--- config.mk ---
export PLATFORM = sky130hd
export DESIGN_NAME = lsact_ram
export DESIGN_NICKNAME = d
export VERILOG_FILES = /design/src/hw/rtl/lsact_ram.sv
export SDC_FILE = /design/constraint.sdc
export NUM_CORES = 1
export LEC_CHECK = 0
export BUFFER_PORTS_ARGS = -buffer_cell sky130_fd_sc_hd__buf_2
export CORE_MARGIN = 3
export CORE_UTILIZATION = 50
export DETAILED_ROUTE_END_ITERATION = 6
export PLACE_DENSITY = 0.67
export RECOVER_POWER = 50
export SLEW_MARGIN = 30
export SYNTH_ARGS = -nofsm -noshare
export SYNTH_HDL_FRONTEND = slang
export SYNTH_SLANG_ARGS = --single-unit
--- constraint.sdc ---
create_clock -name clk -period 1.7 [get_ports clk]
set_input_delay 0 -clock clk [delete_from_list [all_inputs] [get_ports clk]]
set_output_delay 0 -clock clk [all_outputs]
set_load 0.02 [all_outputs]
--- src/hw/rtl/lsact_ram.sv ---
// Generic simple dual-port RAM with a registered read.
`timescale 1ns / 1ps
`default_nettype none
module lsact_ram #(
    parameter int unsigned WIDTH = 8,
    parameter int unsigned DEPTH = 16
) (
    input  wire logic                     clk,
    input  wire logic                     we,
    input  wire logic [$clog2(DEPTH)-1:0] waddr,
    input  wire logic [WIDTH-1:0]         wdata,
    input  wire logic [$clog2(DEPTH)-1:0] raddr,
    output logic      [WIDTH-1:0]         rdata
);

    logic [WIDTH-1:0] mem_reg [DEPTH];
    logic [WIDTH-1:0] rdata_reg;

    always_ff @(posedge clk)
    begin
        if (we)
        begin
            mem_reg[waddr] <= wdata;
        end
        rdata_reg <= mem_reg[raddr];
    end

    assign rdata = rdata_reg;

endmodule
`default_nettype wire

==> qor.json <==
{
  "result_of_the_run": "finished, final reports clean",
  "p_total_mw": 7.86,
  "library_cell_with_the_largest_summed_area_after_synthesis": "edfxtp_1",
  "tritoncts_num_sinks": 136,
  "post_cts_buffers": 0,
  "post_synth.cell_area_avg_um2": 22.5,
  "max_h_tree_level": 4,
  "worst_r2r_startpoint": "mem_reg[3][6]$_DFFE_PP_",
  "critical-path-max-stage-delay_ns": 0.48,
  "synth.cells.most_frequent": "edfxtp_1, mux4_2, a22oi_1",
  "clkTransAtPathRegs_ns": 0.06,
  "detail_route.iter0.violations": 197,
  "grt_max_degree": 24,
  "synth.distinct_cells": 19,
  "end_kind": "register",
  "clock-skew-final_ns": 0.0102,
  "syn_area_um2": 5150,
  "critPathMaxFanout": 1,
  "globalRoute.totalOverflow": 0,
  "irDropWorstVdd_mv": 0.586,
  "fp-row-count": 36,
  "crit_start": "mem_reg[3][6]$_DFFE_PP_",
  "syn2layout_area_growth_pct": 21.4,
  "remaining_design_rule_violation_count": 0,
  "ys_async_sr_fraction_pct": 0,
  "post_drt_wl_per_cell_um": 21.9,
  "timing_worst_slew_pin_value_ns": 0.741,
  "half_perimeter_wire_length_after_placement_mm": 5.98,
  "detailroute.via_count": 2456,
  "crit_required_ns": 2.08,
  "grt_setup_unrepaired": "no",
  "clock_tree.buffer_depth": 2,
  "timing.hold.worst.start": "waddr[0]",
  "syn-num-nets": 247,
  "post_route_cells_drive_above_1_share_pct": 26.6,
  "grt_pass1_wl_mm": 15.2,
  "detailedRoute.firstPassIterationCount": 5,
  "grt_pass1_vias": 2566,
  "cts_buffers": 17,
  "cellLeakagePower_nw": 2.12,
  "die_width_um": 107,
  "number_of_flops_mapped_to_enable_cells_by_yosys": 128,
  "floorplan.die_area_um2": 11500,
  "synthCells": 229,
  "final_max_slew_viol_count": 0,
  "io_buffers": 25,
  "setup-violations-final": 0,
  "worst_path_dominant_cell_family": "multiplexers",
  "postSynth.topFlopCell": "edfxtp_1",
  "fp.coreArea_um2": 9910,
  "relSlewSlack_pct": 50.6,
  "globalRouteTotalUtil_pct": 18.7,
  "most_common_cell_in_the_netlist": "edfxtp_1",
  "pin_count": 26,
  "globalplace.congestion": 0.711,
  "timing.fmax_ghz": 0.720,
  "worstHoldPathType": "in -> reg",
  "wirelength_mm": 9.66,
  "vias_per_cell": 5.57,
  "post_cts_resize_count": 0,
  "die_y_um": 107,
  "largest_register_ffs": 128,
  "start_util_pct": 51.9,
  "timing.critical_path.cells": "mux4_2 > a22oi_1 > nand2_1",
  "count_of_buffer_and_inverter_cells_on_the_critical_path": 0,
  "final_hold_violation_count": 0,
  "max_cap_violations": 0,
  "grt_antenna_before_repair": 0,
  "layout_worst_path_cycle_share_pct": 81.7,
  "cts.root.buffer_cell": "clkbuf_8",
  "synth_largest_type_area_fraction_pct": 74.7,
  "synth.area.top_cells": "edfxtp_1, mux4_2, mux4_1",
  "critical_path.slowest_cell": "mux4_2",
  "synthesis.yosys.warnings": 0,
  "seq_area_frac_synth_pct": 77.8,
  "clk-insertion-delay-late_ns": 0.51,
  "detail-route-antenna-nets": 0,
  "antenna_cells": 0,
  "tritoncts": "yes",
  "critical_path_arrival_ns": 1.77,
  "finalSetupTns_ns": 0,
  "finalNetCount": 313,
  "postSynthRegisterBits": 136,
  "nFillCells": 698,
  "critPathKind": "reg -> reg",
  "post-route-min-period_ns": 1.39,
  "power.density_cell_area_nw_per_um2": 1260,
  "critPathLaunchType": "register"
}
metrics by stage:
stage,setup slack [ns],std cells,hold WS [ns],cell area [µm²],utilization (%)
global placement,0.308,399,0.393,5560,56.1
CTS,0.325,441,0.0382,6270,63.2
floorplan,0.207,229,0.0989,5150,-
detailed placement,0.297,399,0.395,5560,56.1
global route,0.247,441,0.0483,6250,63.0
finish,0.311,441,0.0572,6250,63.0
layout by cell type (no fill, tap or decap):
cell	instances
nand3b_1	2
or3b_2	1
edfxtp_1	128
mux4_1	14
nor2b_1	1
a22oi_1	16
nand2_1	9
buf_12	3
clkinv_1	1
mux4_2	18
clkbuf_8	2
bufinv_16	4
nand2b_1	2
clkinv_2	2
and2_1	1
and2b_1	1
dfxtp_1	8
nand3_1	1
buf_2	13
clkbuf_1	15
clkinvlp_4	2
dlygate4sd3_1	10
clkinv_4	3
clkbuf_16	16
buf_4	18
nor3_1	4
nor2_1	13
worst paths after layout:
| kind | cells after the start | slack [ns] | to |
|---|---|---|---|
| max | 3 | 0.31 | rdata[6]$_DFF_P_ |
| min | 3 | 0.06 | mem_reg[0][7]$_DFFE_PP_ |
| max reg2reg | 3 | 0.31 | rdata[6]$_DFF_P_ |
| min reg2reg | 3 | 0.67 | rdata[1]$_DFF_P_ |
worst min-delay path, delay by kind of cell:
kind	cells	cell delay (ns)
and+or+nand+nor	1	0.07
buffers and inverters	2	0.32
kinds of logic (layout without fill, tap and decap cells):
family / Yosys count / after routing / share of synthesized area, %
compound gates: 16 / 16 / 2.33
buf+inv: 10 / 89 / 1.68
flops: 136 / 136 / 77.8
mux: 32 / 32 / 15.0
simple gates: 35 / 35 / 3.18
where the power goes:
part,internal [mW],leakage (nW),switching (mW)
Combinational,0.167,0.604,0.221
Sequential,3.75,1.22,0.0225
Clock,2.42,0.292,1.29
per-layer routing:
metal,share of wire [%],GRT usage (%),vias up
met2,49,28.4,70
met3,6.2,6.00,4
met1,44,26.5,1273
met4,0.63,5.41,0
met5,0,0,-
li1,-,-,1109
final cells by class:
cell class	count	area [µm²]	area share (%)
Sequential cell	136	4000	64.1
Multi-Input combinational cell	83	1060	16.9
Clock buffer	20	435	6.97
Timing Repair Buffer	57	409	6.55
Clock inverter	12	175	2.80
Tap cell	133	166	2.66
timing repair:
| item | 4_1_cts | 5_1_grt |
|---|---|---|
| hold endpoints to repair | 130 | 0 |
| hold buffers | 10 | 0 |
| setup endpoints to repair | 0 | 0 |
No activity file was read; power rests on OpenSTA's default activity.
