==> config.mk <==
export PLATFORM = sky130hd
export DESIGN_NAME = lsact_way_scan
export DESIGN_NICKNAME = d
export VERILOG_FILES = /design/src/hw/rtl/lsact_pkg.sv /design/src/hw/rtl/lsact_way_scan.sv
export SDC_FILE = /design/constraint.sdc
export NUM_CORES = 1
export LEC_CHECK = 0
export BUFFER_PORTS_ARGS = -buffer_cell sky130_fd_sc_hd__buf_4
export CORE_MARGIN = 4
export CORE_UTILIZATION = 40
export DETAILED_ROUTE_END_ITERATION = 8
export GPL_TIMING_DRIVEN = 0
export PLACE_DENSITY = 0.7
export SETUP_SLACK_MARGIN = 0.4
export SLEW_MARGIN = 30
export SYNTH_ARGS = -nofsm -noshare
export SYNTH_HDL_FRONTEND = slang
export SYNTH_SLANG_ARGS = --single-unit
==> constraint.sdc <==
create_clock -name clk -period 5.8 [get_ports clk]
set_input_delay 1.16 -clock clk [delete_from_list [all_inputs] [get_ports clk]]
set_output_delay 1.16 -clock clk [all_outputs]
set_load 0.01 [all_outputs]
==> src/hw/rtl/lsact_pkg.sv <==
// Shared constants, register and opcode codes, and scan interface types.
`timescale 1ns / 1ps
`default_nettype none
package lsact_pkg;

    // Geometry of the tag store.
    localparam int unsigned MAX_SET_BITS = 6;
    localparam int unsigned MAX_WAYS     = 8;
    localparam int unsigned ADDR_WIDTH   = 64;

    localparam int unsigned SET_BITS   = (MAX_SET_BITS > 0) ? MAX_SET_BITS : 1;
    localparam int unsigned SET_COUNT  = 1 << SET_BITS;
    localparam int unsigned WAY_BITS   = (MAX_WAYS > 1) ? $clog2(MAX_WAYS) : 1;
    localparam int unsigned WAY_CNT_W  = WAY_BITS + 1;
    localparam int unsigned LINE_BITS  = SET_BITS + WAY_BITS;
    localparam int unsigned LINE_COUNT = 1 << LINE_BITS;

    // Field widths fixed by the interface.
    localparam int unsigned ADDR_PORT_W = 64;
    localparam int unsigned TAG_W       = 64;
    localparam int unsigned STAMP_W     = 32;
    localparam int unsigned TOTAL_W     = 32;
    localparam int unsigned CFG_DATA_W  = 6;
    localparam int unsigned CFG_INDEX_W = 2;
    localparam int unsigned SETB_W      = 3;
    localparam int unsigned WAYS_W      = 4;
    localparam int unsigned OFFB_W      = 6;

    localparam logic [ADDR_PORT_W-1:0] ADDR_MASK = {ADDR_PORT_W{1'b1}} >> (64 - ADDR_WIDTH);

    // Opcodes.
    localparam logic [1:0] OP_LOAD   = 2'd0;
    localparam logic [1:0] OP_STORE  = 2'd1;
    localparam logic [1:0] OP_MODIFY = 2'd2;
    localparam logic [1:0] OP_IFETCH = 2'd3;

    // Configuration register indexes.
    localparam logic [CFG_INDEX_W-1:0] CFG_SET_INDEX_BITS = 2'd0;
    localparam logic [CFG_INDEX_W-1:0] CFG_WAYS_IN_USE    = 2'd1;
    localparam logic [CFG_INDEX_W-1:0] CFG_OFFSET_BITS    = 2'd2;

    typedef struct packed {
        logic clear;
        logic step;
    } scan_ctrl_t;

    typedef struct packed {
        logic                hit_now;
        logic                found;
        logic                have_invalid;
        logic [WAY_BITS-1:0] victim;
    } scan_status_t;

endpackage
`default_nettype wire

==> src/hw/rtl/lsact_way_scan.sv <==
// Shared way compare unit: tag match, age compare and victim tracking, one way per step.
`timescale 1ns / 1ps
`default_nettype none
module lsact_way_scan (
    input  wire logic                                clk,
    input  wire logic                                rst_n,
    input  wire lsact_pkg::scan_ctrl_t               ctrl,
    input  wire logic [lsact_pkg::WAY_BITS-1:0]      way,
    input  wire logic                                line_valid,
    input  wire logic [lsact_pkg::TAG_W-1:0]         tag,
    input  wire logic [lsact_pkg::TAG_W-1:0]         block,
    input  wire logic [lsact_pkg::STAMP_W-1:0]       stamp,
    input  wire logic [lsact_pkg::STAMP_W-1:0]       counter,
    output lsact_pkg::scan_status_t                  status
);

    logic                               found_reg;
    logic                               have_invalid_reg;
    logic                               have_valid_reg;
    logic [lsact_pkg::STAMP_W-1:0]      best_age_reg;
    logic [lsact_pkg::WAY_BITS-1:0]     victim_reg;
    logic                               hit_now;
    logic [lsact_pkg::STAMP_W-1:0]      age;

    assign hit_now = line_valid && (tag == block);
    // The age wraps modulo 2^32, matching the free-running access counter.
    assign age     = counter - stamp;

    always_ff @(posedge clk or negedge rst_n)
    begin
        if (!rst_n)
        begin
            found_reg        <= 1'b0;
            have_invalid_reg <= 1'b0;
            have_valid_reg   <= 1'b0;
        end
        else if (ctrl.clear)
        begin
            found_reg        <= 1'b0;
            have_invalid_reg <= 1'b0;
            have_valid_reg   <= 1'b0;
        end
        else if (ctrl.step)
        begin
            if (hit_now)
            begin
                found_reg <= 1'b1;
            end
            else if (!line_valid)
            begin
                have_invalid_reg <= 1'b1;
            end
            else if (!have_invalid_reg)
            begin
                have_valid_reg <= 1'b1;
            end
        end
    end

    always_ff @(posedge clk)
    begin
        if (ctrl.step)
        begin
            if (hit_now)
            begin
                victim_reg <= way;
            end
            else if (!line_valid)
            begin
                // Only the first empty way is taken.
                if (!have_invalid_reg)
                begin
                    victim_reg <= way;
                end
            end
            else if (!have_invalid_reg)
            begin
                // Strictly older wins, so the lowest way keeps a tie.
                if (!have_valid_reg || (age > best_age_reg))
                begin
                    best_age_reg <= age;
                    victim_reg   <= way;
                end
            end
        end
    end

    assign status.hit_now      = hit_now;
    assign status.found        = found_reg;
    assign status.have_invalid = have_invalid_reg;
    assign status.victim       = victim_reg;

endmodule
`default_nettype wire
==> results of run 1 <==
worst paths after layout:
check                                             end  depth (start not counted)
setup / recovery            best_age_reg[4]$_DFFE_PP_                         20
hold / removal                  found_reg$_DFFE_PN0P_                          2
setup reg to reg            best_age_reg[9]$_DFFE_PP_                         12
hold reg to reg                 found_reg$_DFFE_PN0P_                          2
max in group asynchronous  have_valid_reg$_DFFE_PN0P_                          1
min in group asynchronous       found_reg$_DFFE_PN0P_                          1
power by group:
| group | internal, mW | switching [mW] | total (mW) |
|---|---|---|---|
| sequential | 0.335 | 0.00678 | 0.341 |
| combinational | 0.277 | 0.264 | 0.541 |
| clock | 0.0827 | 0.0931 | 0.176 |
| total | 0.694 | 0.364 | 1.06 |
tightest hold or removal path, delay by kind of cell (launching register included):
family	cells	cell delay [ns]
and+or+nand+nor	1	0.07
AOI/OAI and AO/OA	1	0.04
DFF	1	0.35
final cells by class:
| cell class | instances | area, um^2 | share of cell area, % |
|---|---|---|---|
| well taps | 136 | 170 | 2.66 |
| repair buffers | 217 | 1680 | 26.3 |
| diodes | 2 | 5.00 | 0.0782 |
| plain buffers | 3 | 22.5 | 0.352 |
| inverters | 75 | 282 | 4.40 |
| flip-flops and latches | 38 | 1130 | 17.6 |
| clock buffers | 6 | 72.6 | 1.13 |
| clock inverters | 2 | 8.76 | 0.137 |
| multi-input cells | 365 | 3040 | 47.4 |
synthesized netlist by cell type (2+ instances only):
library cell  number  area, um^2
and4_1             2        17.5
o21a_1             5        37.5
a211oi_1           3        22.5
a21oi_2            3        26.3
xor2_1            74         648
a31oi_1            3        18.8
nand3_1            2        10.0
dfrtp_1            3        75.1
nand4_1           14        87.6
nand2b_1           3        18.8
o21bai_1           4        30.0
ha_1              63         788
buf_4              3        22.5
a21o_1            27         203
xnor2_1           19         166
inv_1             75         282
a211oi_2           2        25.0
a21oi_1           33         165
nor4_1            18         113
o21ai_1            7        35.0
nor2b_1            5        31.3
edfxtp_1          35        1050
o21ai_0           12        60.1
or2_2              2        12.5
nand2_1           18        67.6
nor3_1             3        15.0
nor2_1            17        63.8
o31a_1             2        17.5
metal layers:
metal / up-vias / part of all wire (%) / track usage [%]
met5: - / 0 / 0
met4: 0 / 2.2 / 7.05
met3: 17 / 7.8 / 7.01
met2: 145 / 53 / 42.9
met1: 2003 / 37 / 24.8
li1: 2150 / - / -
through the flow:
step           setup TNS (ns)  worst slack (ns)
2_1_floorplan               0             0.434
3_3_place_gp           -13.22            -0.415
3_5_place_dp            -7.17            -0.324
4_1_cts                     0             0.381
5_1_grt                     0             0.347
6_report                    0             0.457
timing repair:
item                                    in CTS  in global routing
gates resized for setup                      8                 14
hold endpoints to repair                     0                  0
buffers inserted                             4                  6
pin swaps                                    5                 15
endpoints found under the setup margin      32                 35
gates cloned                                 1                  0
cell families after synthesis:
| kind of cell | after synthesis | share of synthesized area [%] |
|---|---|---|
| DFF | 38 | 25.8 |
| xor gates and xnor gates | 93 | 18.6 |
| and+or+nand+nor | 91 | 11.2 |
| buffers and inverters | 78 | 6.96 |
| AOI/OAI and AO/OA | 117 | 18.9 |
| adders and majority gates | 64 | 18.5 |
==> impl_metrics.csv, run 1 <==
group,metric,value,unit
route,wl_per_cell,17.5,um
clock_network,clockBufferDepth,2,
setup_path,cp_top_family,"compound AO/OA/AOI/OAI gates",
sta,skew,0.00845,ns
setup_path,cp.buffers_inverters,5,
clock_network,cts_sinks,38,
setup_path,crit_type,"input port to register",
finish,drive_gt1_share,36.3,%
finish,finalNonFillerCells,844,
synth,syn_avg_cell_area,9.08,um^2
setup_path,crit_chain,"buf_4, inv_2, ha_4, inv_2, fa_2, a21o_1, a21o_1, a211oi_4, o211ai_2, a311oi_2, o31a_1, buf_4, xnor2_2, ha_1, nand4_1, or4_4, a21oi_4, o21bai_4, a21oi_4, bufbuf_16",
global_route,overflow,0,
route,first_pass_iters,4,
finish,layout_common_cells,"buf_4, xor2_1, inv_1, ha_1, edfxtp_1",
finish,layout_commonest_cell,"buf_4",
placed_design,place_hpwl,13200,um
setup_path,path_max_fanout,7,
synth,yosysUniqueCellTypes,52,
sta,worst_pin_slew,0.479,ns
route,vias,4315,
job,drv_cap,0,
synth,yosys_warnings,0,
clock_network,numCtsBuffers,5,
synth,async_flop_share,7.89,%
finish,largest_reg_flops,32,
route,avgViaCountPerCell,5.11,
finish,areaGrowthSynthToFinish,46.6,%
power,ir_drop,0.0000905,V
sta,fin_hold_ws,0.498,ns
clock_network,clk_pin_slew,0.08,ns
placed_design,globalplace.congestion,0.929,
clock_network,cts_tree,"built",
sta,hold_viol_final,0,
sta,relSlewSlack,67.9,%
placed_design,dpl.cell_count,823,
placed_design,placed_cell_area,0.00610,mm^2
synth,ys_seq_area_share,25.8,%
route,first_iter_violations,156,
synth,syn_nets,745,
global_route,grt_usage,23.0,%
synth,synthesis.area,0.00437,mm^2
synth,synth_edf_count,35,
synth,syn_inst,481,
placed_design,io_buffers,205,
die,rows,37,
die,fp.dieArea,0.0127,mm^2
power,p_leak,3.26,nW
worst_hold_path,hold_class,"register to register",
global_route,grt_pass1_vias,4573,
route,drc,0,
setup_path,reg2reg_slack,3.20,ns
setup_path,start_kind,"input port",
sta,slew_violations,0,
outcome,status,"completed",
setup_path,crit_start,"counter[0]",
worst_hold_path,worstHoldStart,"found_reg$_DFFE_PN0P_",
sta,setup_viol,0,
die,ios,206,
setup_path,end_kind,"register",
die,dieHeight,113,um
finish,n_fill_cell,971,
global_route,grt_max_degree,12,
die,die_x,113,um
die,coreArea,0.0105,mm^2
sta,fmax,187,MHz
synth,synthFlopType,"edfxtp_1",
sta,fin_crit,5.34,ns
setup_path,critPathMaxStageDelay,0.58,ns
finish,fin_util,61.2,%
finish,layout.nets,969,
power,power_density,165,mW/mm^2
global_route,grt_pass1_wl,22900,um
synth,synth_seq_cells,38,
sta,fin_crit_sh,92.1,%
route,final_antenna_net_count,0,
setup_path,rr_startpoint,"best_age_reg[9]$_DFFE_PP_",
die,start_util,41.7,%
clock_network,clockRootBuffer,"clkbuf_8",
setup_path,cp_slowest_cell,"or4_4",
clock_network,cts_hold_buf,0,
clock_network,clkLatencyLatePin,0.29,ns
power,report.power.total,1.06,mW
setup_path,crit_arrival,5.36,ns
global_route,antenna_found_initial,2,
sta,rsz0062_at_grt,"true",
finish,design_area,0.00640,mm^2
route,wl,14800,um
clock_network,htree_levels,2,
setup_path,crit_required,5.82,ns
Note: power is estimated with default switching activity, not from simulation.
==> run 2: changes to the inputs <==
--- a/config.mk
+++ b/config.mk
@@ -11,7 +11,6 @@
 export DETAILED_ROUTE_END_ITERATION = 8
 export GPL_TIMING_DRIVEN = 0
 export PLACE_DENSITY = 0.7
-export SETUP_SLACK_MARGIN = 0.4
 export SLEW_MARGIN = 30
 export SYNTH_ARGS = -nofsm -noshare
 export SYNTH_HDL_FRONTEND = slang
==> constraint.sdc (replaced) <==
create_clock -name clk -period 5.75 [get_ports clk]
set_input_delay 1.15 -clock clk [delete_from_list [all_inputs] [get_ports clk]]
set_output_delay 1.15 -clock clk [all_outputs]
set_load 0.01 [all_outputs]
==> run 2 against run 1 <==
Clock power increased by 28%; critical path depth is the same; sequential power about the same; power is 2.6% higher; clock skew down 0.0010 ns; worst hold slack improved by 0.0073 ns; design area decreased by 2.2%; register-to-register slack improved by 0.04 ns.
==> impl_metrics.csv, run 2 (synthesis results as in run 1) <==
group,metric,value,unit
finish,areaGrowthSynthToFinish,43.3,%
die,ios,206,
sta,setup_viol,0,
finish,largest_reg_flops,32,
finish,n_antenna_cell,0,
setup_path,crit_arrival,5.44,ns
global_route,grt_pass1_vias,4411,
setup_path,start_kind,"input port",
setup_path,cp_top_family,"compound AO/OA/AOI/OAI gates",
setup_path,rr_endpoint,"best_age_reg[27]$_DFFE_PP_",
worst_hold_path,min_to,"found_reg$_DFFE_PN0P_",
clock_network,clockRootBuffer,"clkbuf_8",
setup_path,rr_startpoint,"best_age_reg[21]$_DFFE_PP_",
finish,drive_gt1_share,34.0,%
setup_path,crit_chain,"buf_4, inv_1, ha_1, inv_1, fa_1, a21o_1, a21o_1, a211oi_4, o211ai_2, a311oi_2, o31a_1, o21ai_1, xnor2_1, ha_1, nand4_1, or4_1, a21oi_1, o21bai_1, a21oi_4, buf_16",
setup_path,reg2regPathDepth,11,
global_route,antenna_found_initial,0,
worst_hold_path,worstHoldStart,"found_reg$_DFFE_PN0P_",
setup_path,path_max_fanout,20,
clock_network,cts_sinks,38,
setup_path,cp.buffers_inverters,4,
route,first_iter_violations,180,
die,rows,37,
route,first_pass_iters,4,
clock_network,htree_levels,2,
sta,fin_crit,5.44,ns
finish,layout_commonest_cell,"buf_4",
placed_design,placed_cell_area,0.00612,mm^2
sta,slew_violations,0,
clock_network,clkLatencyLatePin,0.29,ns
finish,design_area,0.00626,mm^2
route,highest_layer,"met4",
route,vias,4155,
finish,layout_common_cells,"buf_4, inv_1, xor2_1, ha_1, edfxtp_1",
setup_path,critPathMaxStageDelay,0.61,ns
placed_design,place_hpwl,11400,um
clock_network,clockBufferDepth,2,
setup_path,cp_slowest_cell,"or4_1",
sta,fin_crit_sh,94.6,%
setup_path,end_kind,"register",
sta,skew,0.00746,ns
global_route,grt_pass1_wl,20800,um
worst_hold_path,hold_depth,2,
setup_path,reg2reg_slack,3.24,ns
placed_design,io_buffers,205,
die,dieHeight,113,um
sta,fmax,184,MHz
setup_path,crit_cells,20,
setup_path,crit_required,5.75,ns
setup_path,crit_type,"input port to register",
placed_design,place_ws,-0.348,ns
route,wl_met2,6320,um
sta,finalWorstSetupSlack,0.309,ns
global_route,grt_max_degree,21,
sta,worst_pin_slew,0.509,ns
sta,hold_viol_final,0,
sta,rsz0062_at_grt,"false",
clock_network,cts_hold_buf,0,
worst_hold_path,hold_class,"register to register",
route,drc,0,
outcome,status,"completed",
power,power_density,173,mW/mm^2
route,final_antenna_net_count,0,
clock_network,clk_pin_slew,0.08,ns
sta,relSlewSlack,65.8,%
route,wl_per_cell,15.4,um
global_route,grt_usage,20.1,%
die,start_util,41.7,%
global_route,overflow,0,
power,report.power.total,1.09,mW
job,drv_cap,0,
power,ir_drop,0.000108,V
placed_design,globalplace.congestion,0.884,
power,p_leak,3.21,nW
die,die_x,113,um
route,avgViaCountPerCell,4.99,
finish,layout.nets,960,
route,dr_wl_met3,738,um
route,wl_met1,5580,um
clock_network,cts_tree,"built",
die,fp.dieArea,0.0127,mm^2
clock_network,numCtsBuffers,5,
die,coreArea,0.0105,mm^2
route,wl,12800,um
[run 2: cell count changes in the layout (fill, tap and decap cells not counted), sizes merged]
cell / before / now
clkbuf: 6 / 5
buf: 219 / 211
bufbuf: 1 / 0
bufinv: 0 / 1
diode: 2 / 0
[run 2: through the flow]
stage	std cells	setup TNS, ns	hold slack, ns	utilization, %
after floorplan	481	0	0.464	-
after global placement	822	-31.17	0.487	58.1
after detailed placement	823	-9.02	0.491	58.5
after CTS	832	0	0.511	59.7
after global routing	833	0	0.552	59.8
final	833	0	0.505	59.8
[run 2: timing repair]
action                     4_1_cts  5_1_grt
setup endpoints to repair       20       20
gates cloned                     0        0
pin swaps                        1        3
gates resized for setup          0        1
setup buffers                    1        1
[run 2: metal layers]
metal / vias to the layer above / track usage [%]
met5: - / 0
met4: 0 / 4.25
met3: 16 / 4.31
met2: 109 / 35.2
met1: 1903 / 25.6
li1: 2127 / -
[run 2: worst register-to-register path: stages, from the launching register on]
cell      delay, ns
edfxtp_1       0.37
inv_1          0.07
ha_1           0.23
a21o_1         0.16
a21o_1         0.16
a21oi_1        0.14
nor2_1         0.05
a211oi_1       0.23
o21ai_0        0.17
o21bai_1       0.35
a21oi_4        0.14
buf_16         0.18
[run 2: power by group]
| group | internal, mW | leakage (nW) | switching [mW] |
|---|---|---|---|
| Combinational | 0.265 | 2.79 | 0.252 |
| Sequential | 0.337 | 0.365 | 0.00534 |
| Clock | 0.128 | 0.0579 | 0.0986 |
| Total | 0.730 | 3.21 | 0.356 |
[run 2: worst max-delay path by stage]
| stage | endpoint | from |
|---|---|---|
| floorplan | best_age_reg[0]$_DFFE_PP_ | counter[0] |
| global placement | best_age_reg[6]$_DFFE_PP_ | counter[0] |
| detailed placement | best_age_reg[23]$_DFFE_PP_ | counter[0] |
| CTS | best_age_reg[25]$_DFFE_PP_ | counter[0] |
| global route | best_age_reg[19]$_DFFE_PP_ | counter[0] |
| finish | best_age_reg[27]$_DFFE_PP_ | counter[0] |
[run 2: cell type report]
class	count	area, um^2
fill	922	4200
sequential	38	1130
multi-input combinational	365	2960
clock inverter	3	40.0
inverter	75	282
tap	136	170
buffer	3	22.5
timing repair buffer	208	1590
clock buffer	5	68.8
==> run 3: changes to the inputs <==
--- a/config.mk
+++ b/config.mk
@@ -11,6 +11,7 @@
 export DETAILED_ROUTE_END_ITERATION = 8
 export GPL_TIMING_DRIVEN = 0
 export PLACE_DENSITY = 0.7
+export RECOVER_POWER = 100
 export SLEW_MARGIN = 30
 export SYNTH_ARGS = -nofsm -noshare
 export SYNTH_HDL_FRONTEND = slang
==> constraint.sdc (replaced) <==
create_clock -name clk -period 6.95 [get_ports clk]
set_input_delay 1.39 -clock clk [delete_from_list [all_inputs] [get_ports clk]]
set_output_delay 1.39 -clock clk [all_outputs]
set_load 0.01 [all_outputs]
==> run 3 against run 2 <==
Final cell count is 0.24% lower; global-route usage fell by 0.91 points; die area unchanged; clock skew is essentially flat; sequential power down 17%; via count shrank 0.94%; worst hold slack improved by 0.025 ns; clock-buffer cell count stayed put; highest routed layer unchanged; clock power grew 2%.
==> impl_metrics.csv, run 3 (synthesis results as in run 1) <==
group,metric,value,unit
outcome,status,"completed",
die,die_x,113,um
setup_path,path_max_fanout,18,
sta,slew_violations,0,
finish,largest_reg_flops,32,
clock_network,htree_levels,2,
route,avgViaCountPerCell,4.95,
finish,n_fill_cell,935,
placed_design,placed_cell_area,0.00610,mm^2
placed_design,place_ws,0.531,ns
global_route,overflow,0,
finish,layout.nets,958,
placed_design,io_buffers,205,
route,final_antenna_net_count,0,
sta,fmax,160,MHz
die,ios,206,
clock_network,postCtsSetupBuffers,0,
finish,fin_util,59.2,%
finish,drive_gt1_share,32.1,%
finish,n_antenna_cell,0,
clock_network,cts_hold_buf,0,
global_route,grt_max_degree,19,
global_route,grt_pass1_wl,20100,um
global_route,antenna_found_initial,0,
sta,worst_pin_slew,0.764,ns
clock_network,clkLatencyLatePin,0.29,ns
clock_network,cts_tree,"built",
setup_path,crit_required,6.95,ns
clock_network,clockBufferDepth,2,
clock_network,clockRootBuffer,"clkbuf_8",
setup_path,crit_arrival,6.26,ns
sta,setup_viol,0,
clock_network,numCtsBuffers,5,
route,wl_per_cell,14.8,um
sta,relSlewSlack,48.6,%
sta,skew,0.00719,ns
clock_network,cts_sinks,38,
route,vias,4116,
route,drc,0,
job,drv_cap,0,
sta,fin_crit_sh,90.0,%
setup_path,start_kind,"input port",
die,rows,37,
worst_hold_path,hold_class,"register to register",
die,fp.dieArea,0.0127,mm^2
finish,design_area,0.00619,mm^2
setup_path,crit_type,"input port to register",
sta,finalWorstSetupSlack,0.697,ns
setup_path,end_kind,"register",
sta,fin_crit,6.25,ns
route,wl,12300,um
finish,layout_common_cells,"buf_4, inv_1, xor2_1, ha_1, edfxtp_1",
power,p_leak,3.17,nW
power,power_density,149,mW/mm^2
die,dieHeight,113,um
route,first_pass_iters,4,
finish,finalNonFillerCells,831,
global_route,grt_pass1_vias,4353,
placed_design,dpl.cell_count,823,
clock_network,clk_pin_slew,0.08,ns
power,ir_drop,0.0000849,V
sta,hold_viol_final,0,
finish,layout_commonest_cell,"buf_4",
clock_network,cts_resized,0,
die,start_util,41.7,%
power,report.power.total,0.925,mW
finish,areaGrowthSynthToFinish,41.7,%
route,first_iter_violations,83,
die,coreArea,0.0105,mm^2
global_route,grt_usage,19.2,%
placed_design,globalplace.congestion,0.877,
placed_design,place_hpwl,11200,um
sta,rsz0062_at_grt,"false",
## run 3: cell type report
class                      count  area, um^2  area share, %
buffer                         3        22.5          0.364
inverter                      75         282           4.55
timing repair buffer         206        1530           24.7
clock buffer                   5        68.8           1.11
tap                          136         170           2.75
sequential                    38        1130           18.2
multi-input combinational    365        2930           47.3
clock inverter                 3        68.8           1.11
## run 3: final timing paths
| path | start | endpoint | slack, ns | depth (start not counted) |
|---|---|---|---|---|
| worst max-delay path | counter[0] | best_age_reg[0]$_DFFE_PP_ | 0.70 | 20 |
| worst min-delay path | found_reg$_DFFE_PN0P_ | found_reg$_DFFE_PN0P_ | 0.53 | 2 |
| worst max register to register | best_age_reg[31]$_DFFE_PP_ | best_age_reg[0]$_DFFE_PP_ | 4.12 | 8 |
| worst min register to register | found_reg$_DFFE_PN0P_ | found_reg$_DFFE_PN0P_ | 0.53 | 2 |
| max in group asynchronous | rst_n | found_reg$_DFFE_PN0P_ | 5.92 | 1 |
| min in group asynchronous | rst_n | have_valid_reg$_DFFE_PN0P_ | 0.88 | 1 |
## run 3: routing by layer
metal / share of wire, % / wire (um) / track usage [%]
met5: 0 / 0 / 0
met4: 2.6 / 320 / 5.93
met2: 52 / 6420 / 35.8
met1: 40 / 4880 / 22.0
met3: 5.9 / 723 / 3.94
## run 3: where the power goes
group	internal, mW	total [mW]	switching (mW)
sequential	0.279	0.284	0.00459
combinational	0.210	0.411	0.200
clock	0.144	0.231	0.0866
## run 3: worst max-delay path, stage by stage
cell and delay [ns]:
clkbuf_4 0.11, inv_1 0.04, ha_1 0.16, inv_1 0.06
fa_1 0.40, a21o_1 0.17, a21o_1 0.22, a211oi_1 0.40
o211ai_1 0.25, a311oi_2 0.37, o31a_1 0.23, o21ai_0 0.11
xnor2_1 0.16, ha_1 0.31, nand4_1 0.13, or4_1 0.57
a21oi_1 0.15, o21bai_1 0.17, a21oi_4 0.59, buf_8 0.25
## run 3: per-stage QoR
| stage | TNS (ns) | hold WS (ns) |
|---|---|---|
| 2_1_floorplan | 0 | 0.464 |
| 3_3_place_gp | -31.88 | 0.496 |
| 3_5_place_dp | 0 | 0.526 |
| 4_1_cts | 0 | 0.544 |
| 5_1_grt | 0 | 0.565 |
| 6_report | 0 | 0.530 |
